===== src/rtl/core/wlh_pkg.sv =====
// shared types and constants for the wake-up latency histogram
package wlh_pkg;

    localparam logic [1:0] KIND_START = 2'd0;
    localparam logic [1:0] KIND_WAKE  = 2'd1;
    localparam logic [1:0] KIND_READ  = 2'd2;

    localparam logic [1:0] CFG_INTERVAL = 2'd0;
    localparam logic [1:0] CFG_RUN      = 2'd1;

    localparam int         INTERVAL_W  = 30;
    localparam int         RUN_W       = 12;
    localparam int         CFG_IDX_W   = 2;
    localparam int         PROD_W      = RUN_W + INTERVAL_W;

    localparam logic [INTERVAL_W-1:0] INTERVAL_RST = 30'd1000000;
    localparam logic [RUN_W-1:0]      RUN_RST      = 12'd10;
    localparam logic [INTERVAL_W-1:0] NS_PER_S     = 30'd1000000000;

    localparam int         DIV_W       = 64;
    localparam int         QUOT_W      = 32;
    localparam int         HALF_W      = 20;
    localparam int         NUM_LSB     = 3;
    localparam int         NUM_MID     = NUM_LSB + HALF_W;
    localparam int         NUM_MSB     = 41;
    localparam int         ACC_W       = 79;
    localparam int         RECIP_SHIFT = 46;
    localparam logic [2*HALF_W-1:0] RECIP_125 = 40'd562949953422;
    localparam logic [DIV_W-1:0]    SAT_NS    = 64'd4294967296000;
    localparam int         DIV_STEPS   = 4;
    localparam int         DIV_CNT_W   = $clog2(DIV_STEPS);

    typedef struct packed {
        logic [1:0]  kind;
        logic [62:0] now_ns;
        logic [14:0] bin_index;
    } wlh_in_t;

    typedef struct packed {
        logic [31:0] bin_count;
        logic [31:0] late_us;
        logic [31:0] sample_total;
        logic [31:0] overflow_total;
        logic [31:0] max_latency_us;
        logic        finished;
    } wlh_out_t;

endpackage


===== src/rtl/core/wlh_div.sv =====
// divide of a 64-bit nanosecond count by 1000 through reciprocal multiplication, saturated to 32 bits
module wlh_div (
    input  logic                          clk,
    input  logic                          rst_n,
    input  logic                          start,
    input  logic [wlh_pkg::DIV_W-1:0]     dividend,
    output logic                          done,
    output logic [wlh_pkg::QUOT_W-1:0]    quotient
);

    import wlh_pkg::*;

    logic [DIV_W-1:0]     num_reg;
    logic [ACC_W-1:0]     acc_reg;
    logic                 sat_reg;
    logic [DIV_CNT_W-1:0] cnt_reg;
    logic                 busy_reg;
    logic                 done_reg;
    logic [HALF_W-1:0]    mul_a;
    logic [HALF_W-1:0]    mul_b;
    logic [2*HALF_W-1:0]  part;
    logic [ACC_W-1:0]     part_ext;
    logic [ACC_W-1:0]     acc_next;

    // x / 1000 = (x / 8) / 125, one half by half product per step
    always_comb
    begin
        mul_a = cnt_reg[1] ? HALF_W'(num_reg[NUM_MSB:NUM_MID])
                           : num_reg[NUM_MID-1:NUM_LSB];
        mul_b = cnt_reg[0] ? RECIP_125[2*HALF_W-1:HALF_W] : RECIP_125[HALF_W-1:0];
        part  = mul_a * mul_b;
        case (cnt_reg)
            2'd0:       part_ext = ACC_W'(part);
            2'd1, 2'd2: part_ext = ACC_W'(part) << HALF_W;
            default:    part_ext = ACC_W'(part) << (2 * HALF_W);
        endcase
        acc_next = acc_reg + part_ext;
    end

    always_ff @(posedge clk or negedge rst_n)
    begin
        if (!rst_n)
        begin
            busy_reg <= 1'b0;
            done_reg <= 1'b0;
            cnt_reg  <= '0;
        end
        else
        begin
            done_reg <= 1'b0;
            if (start)
            begin
                busy_reg <= 1'b1;
                cnt_reg  <= '0;
            end
            else if (busy_reg)
            begin
                cnt_reg <= cnt_reg + 1'b1;
                if (cnt_reg == DIV_CNT_W'(DIV_STEPS - 1))
                begin
                    busy_reg <= 1'b0;
                    done_reg <= 1'b1;
                end
            end
        end
    end

    always_ff @(posedge clk)
    begin
        if (start)
        begin
            num_reg <= dividend;
            acc_reg <= '0;
        end
        else if (busy_reg)
        begin
            acc_reg <= acc_next;
            sat_reg <= num_reg >= SAT_NS;
        end
    end

    assign done     = done_reg;
    assign quotient = sat_reg ? '1 : acc_reg[RECIP_SHIFT+QUOT_W-1:RECIP_SHIFT];

`ifndef SYNTHESIS
    a_start_idle: assert property (@(posedge clk) disable iff (!rst_n)
        start |-> !busy_reg)
        else $error("divide started while busy");

    a_done_after_busy: assert property (@(posedge clk) disable iff (!rst_n)
        done_reg |-> $past(busy_reg))
        else $error("divide done without a running divide");

    a_busy_count: assert property (@(posedge clk) disable iff (!rst_n)
        (busy_reg && !start && cnt_reg != DIV_CNT_W'(DIV_STEPS - 1)) |=> busy_reg)
        else $error("divide stopped early");
`endif

endmodule


===== config.mk =====
export PLATFORM = sky130hd
export DESIGN_NAME = wlh_div
export DESIGN_NICKNAME = d
export VERILOG_FILES = /design/src/rtl/core/wlh_pkg.sv /design/src/rtl/core/wlh_div.sv
export SDC_FILE = /design/constraint.sdc
export NUM_CORES = 1
export LEC_CHECK = 0
export ABC_AREA = 1
export BUFFER_PORTS_ARGS = -buffer_cell sky130_fd_sc_hd__buf_2
export CAP_MARGIN = 25
export CORE_MARGIN = 2
export CORE_UTILIZATION = 30
export CTS_BUF_LIST = sky130_fd_sc_hd__clkbuf_4 sky130_fd_sc_hd__clkbuf_8 sky130_fd_sc_hd__clkbuf_16
export CTS_CLUSTER_SIZE = 16
export DETAILED_ROUTE_END_ITERATION = 16
export PLACE_DENSITY_LB_ADDON = 0.3
export SYNTH_ARGS = -nofsm -noshare
export SYNTH_HDL_FRONTEND = slang
export SYNTH_SLANG_ARGS = --single-unit

===== constraint.sdc =====
create_clock -name clk -period 10.5 [get_ports clk]
set_input_delay 0.525 -clock clk [delete_from_list [all_inputs] [get_ports clk]]
set_output_delay 0.525 -clock clk [all_outputs]
set_load 0.01 [all_outputs]

==> results.md <==
* Outcome: complete, no violations
* Slowest-stage cell, CP: o21ai_0
* Number of synthesized flops with an enable pin at 62
* Area post-placement at 23,000 um^2
* Max reg flops at between 70 and 80
* Vias per cell at roughly 4.8
* Antenna Nets Post-Route at 0
* Tmin final at approximately 9.8 ns
* Core region area at between 70,000 and 80,000 um^2
* DRC Markers at 0
* PortBufs at 96
* CP dominant cell by count: nand2_1
* GR Overflow Total at 0
* Commonest cells in the netlist: 568 x nand2_1, 565 x inv_1, 320 x nor2_1
* Wirelength, routed at ~70,000 um
* WL per Instance at 17.9 um
* Die Span Y at 270 um
* Hold_sp: dividend[40]
* Leading post-synthesis cells by cell area: fa_1 19%, ha_1 17%, nand2_1 10%
* CP Launch Type: flop
* Top cell type's share of synthesized area at a little under a fifth
* Largest stage delay on the critical path at about 0.64 ns
* Area leader, netlist: fa_1
* Max-Cap Viols at 0
* RSZ-0062 raised after global routing: no
* Initial antenna violation count at 5
* Worst-skew pair later-pin latency at roughly 0.51 ns
* RePlAce Congestion at 0.992
* Post-Synthesis Cells at between 2,000 and 3,000
* Reg clk slew, reported paths at approximately 0.070 ns
* Count leader, synth: nand2_1
* CTS Buffer Depth at 2
* GRT Overall Usage at 19.9%
* Period utilisation layout at between 90% and 100%
* Worst min-delay path class: input pin to flop
* Fill count at ~7,800
* First DRT Iteration DRCs at around 1,300
* Layout cells sized above 1 at about 9%
* Worst setup EP type: flop
* CTS tree: yes
* DR pass1 iterations at 5
* Max Slew Vio Count at 0
* Post-Syn Area at between 20,000 and 25,000 um^2
* Crit path kind: flop to flop
* Relative slew slack at roughly a third
* WHS Endpoint: num_reg[40]$_DFFE_PP_
* #FFs+latches synth at about 140
* Worst endpoint data arrival time at 10.19 ns
* Critical R2R Capture: acc_reg[68]$_SDFFE_PP0P_
* Reg-to-reg startpoint: cnt_reg[1]$_DFFE_PN0P_
* Yosys warns at 0
* Number of distinct library cells after synthesis at 55
* Reg2reg setup slack at between 0.7 and 0.8 ns
* Slew @ Worst Pin at approximately 1 ns
* Final hold vios at 0
* Die X at between 200 and 300 um
* # IOs at 100
* Post-synthesis sequential area ratio at 16.5%
* Worst-path fanout max at 14
* Num CTS Buffers at 17
* Routed vias at roughly 19,000
* Final setup violating endpoints at 0
* Critical Path RT at ~11 ns
* Area Growth Syn to Fin at 11.1%
* H-Tree Depth at 4
* Highest clock rate at about 100 MHz
* First-pass GRT wire length at around 110,000 um
* Clk_skew at roughly 0.018 ns
* Hold path depth at 1
* Reg2Reg Depth at 35
* Clk sink count at about 140
* Initial core utilization at 30.3%
* Setup TNS at 0 ns
* Register Area at around 3500 um^2
* Ant diodes at 0
* Maximum number of pins on one net before global-route repair at roughly 70
* Row cnt at 97
* Syn avg cell area at 7.30 um^2
* Post-route cell area at between 20,000 and 25,000 um^2
* Die ar. at approximately 73,000 um^2
* Root Driver: clkbuf_16
* Asr flop ratio synth at approximately 2.8%
* HPWL after DPL at about 60,000 um
* Multi-input gate area at ~15,000 um^2
* Vias in the first global route at 18,800
* Main synth FF type: dfxtp_1
* Layout net count at approximately 3,600
-- worst max-delay path, delay by kind of cell (launching register included) --
| family | cells | cell delay (ns) |
|---|---|---|
| adder cells (fa/ha/maj) | 9 | 4.26 |
| AO/OA/AOI/OAI | 6 | 1.78 |
| AND/OR/NAND/NOR | 13 | 1.70 |
| buffers and inverters | 6 | 1.00 |
| XOR/XNOR | 1 | 0.53 |
| flip-flops | 1 | 0.41 |
-- metal layers --
| metal | track usage (%) | part of all wire (%) | vias to the layer above | routed length [um] |
|---|---|---|---|---|
| met1 | 28.1 | 47 | 8990 | 33800 |
| met4 | 6.79 | 3.4 | 0 | 2420 |
| met5 | 0 | 0 | - | 0 |
| met3 | 2.75 | 5.1 | 100 | 3620 |
| li1 | - | - | 9500 | - |
| met2 | 31.1 | 44 | 500 | 31600 |
-- cell usage in the layout, fill, tap and decap left out, drive strengths merged, types with 5 or more instances in the layout --
| cell | Yosys | routed |
|---|---|---|
| o21a | 10 | 10 |
| o22ai | 29 | 29 |
| nor2 | 343 | 343 |
| nor3 | 26 | 26 |
| or2 | 47 | 47 |
| clkbuf | 33 | 17 |
| ha | 289 | 289 |
| inv | 581 | 589 |
| o21bai | 18 | 18 |
| nand2 | 582 | 582 |
| fa | 198 | 198 |
| buf | 4 | 118 |
| a21boi | 7 | 7 |
| nor4 | 12 | 12 |
| nand4 | 10 | 10 |
| a21oi | 198 | 198 |
| clkinv | 3 | 5 |
| xor2 | 13 | 13 |
| a31oi | 6 | 6 |
| o21ai | 206 | 206 |
| nand3 | 81 | 81 |
| edfxtp | 62 | 62 |
| nand3b | 13 | 13 |
| conb | 2 | 17 |
| xnor2 | 16 | 16 |
| a21o | 18 | 18 |
| dfxtp | 77 | 77 |
| o211ai | 7 | 7 |
-- cell type report --
cell class | instances | area share [%]
Tap cell | 940 | 4.98
Sequential cell | 143 | 14.8
Timing Repair Buffer | 119 | 2.80
Multi-Input combinational cell | 2162 | 65.6
Clock buffer | 17 | 1.80
Inverter | 584 | 9.29
Clock inverter | 15 | 0.726
-- worst max path at each step --
stage                                start                        to  slack (ns)  cells past startpoint
floorplan           cnt_reg[1]$_DFFE_PN0P_  acc_reg[67]$_SDFFE_PP0P_        2.14                     41
global placement    cnt_reg[1]$_DFFE_PN0P_  acc_reg[68]$_SDFFE_PP0P_        0.64                     36
detailed placement  cnt_reg[1]$_DFFE_PN0P_  acc_reg[67]$_SDFFE_PP0P_        0.59                     33
CTS                 cnt_reg[1]$_DFFE_PN0P_  acc_reg[67]$_SDFFE_PP0P_        0.55                     33
global route        cnt_reg[1]$_DFFE_PN0P_  acc_reg[75]$_SDFFE_PP0P_        0.08                     44
finish              cnt_reg[1]$_DFFE_PN0P_  acc_reg[68]$_SDFFE_PP0P_        0.71                     35
-- per-stage QoR --
step | worst slack (ns) | std cells | hold slack, ns | util (%)
after floorplan | 2.14 | 2926 | 0.229 | -
after global placement | 0.641 | 3947 | 0.376 | 32.8
after detailed placement | 0.591 | 3947 | 0.374 | 32.8
after CTS | 0.554 | 3980 | 0.158 | 33.7
after global routing | 0.0767 | 3980 | 0.165 | 33.7
final | 0.706 | 3980 | 0.189 | 33.7
-- kinds of logic after synthesis --
logic type      count (synthesis)  share of synthesized area [%]
compound gates                508                           13.3
xor+xnor                       29                           1.19
fa+ha+maj                     487                           35.7
buf+inv                       621                           11.0
flops                         143                           16.5
other cells                     2                         0.0353
simple gates                 1121                           22.3
-- what timing repair did --
action                                  in CTS  in global routing
hold buffers                                 1                  0
resized for setup                            0                  3
endpoints found under the setup margin       0                  7
buffers inserted                             0                  0
endpoints found under the hold margin        4                  0
Power is left out: the tool's default activity adds up to more than one toggle a clock period on the data nets, which glitch-free logic cannot reach.
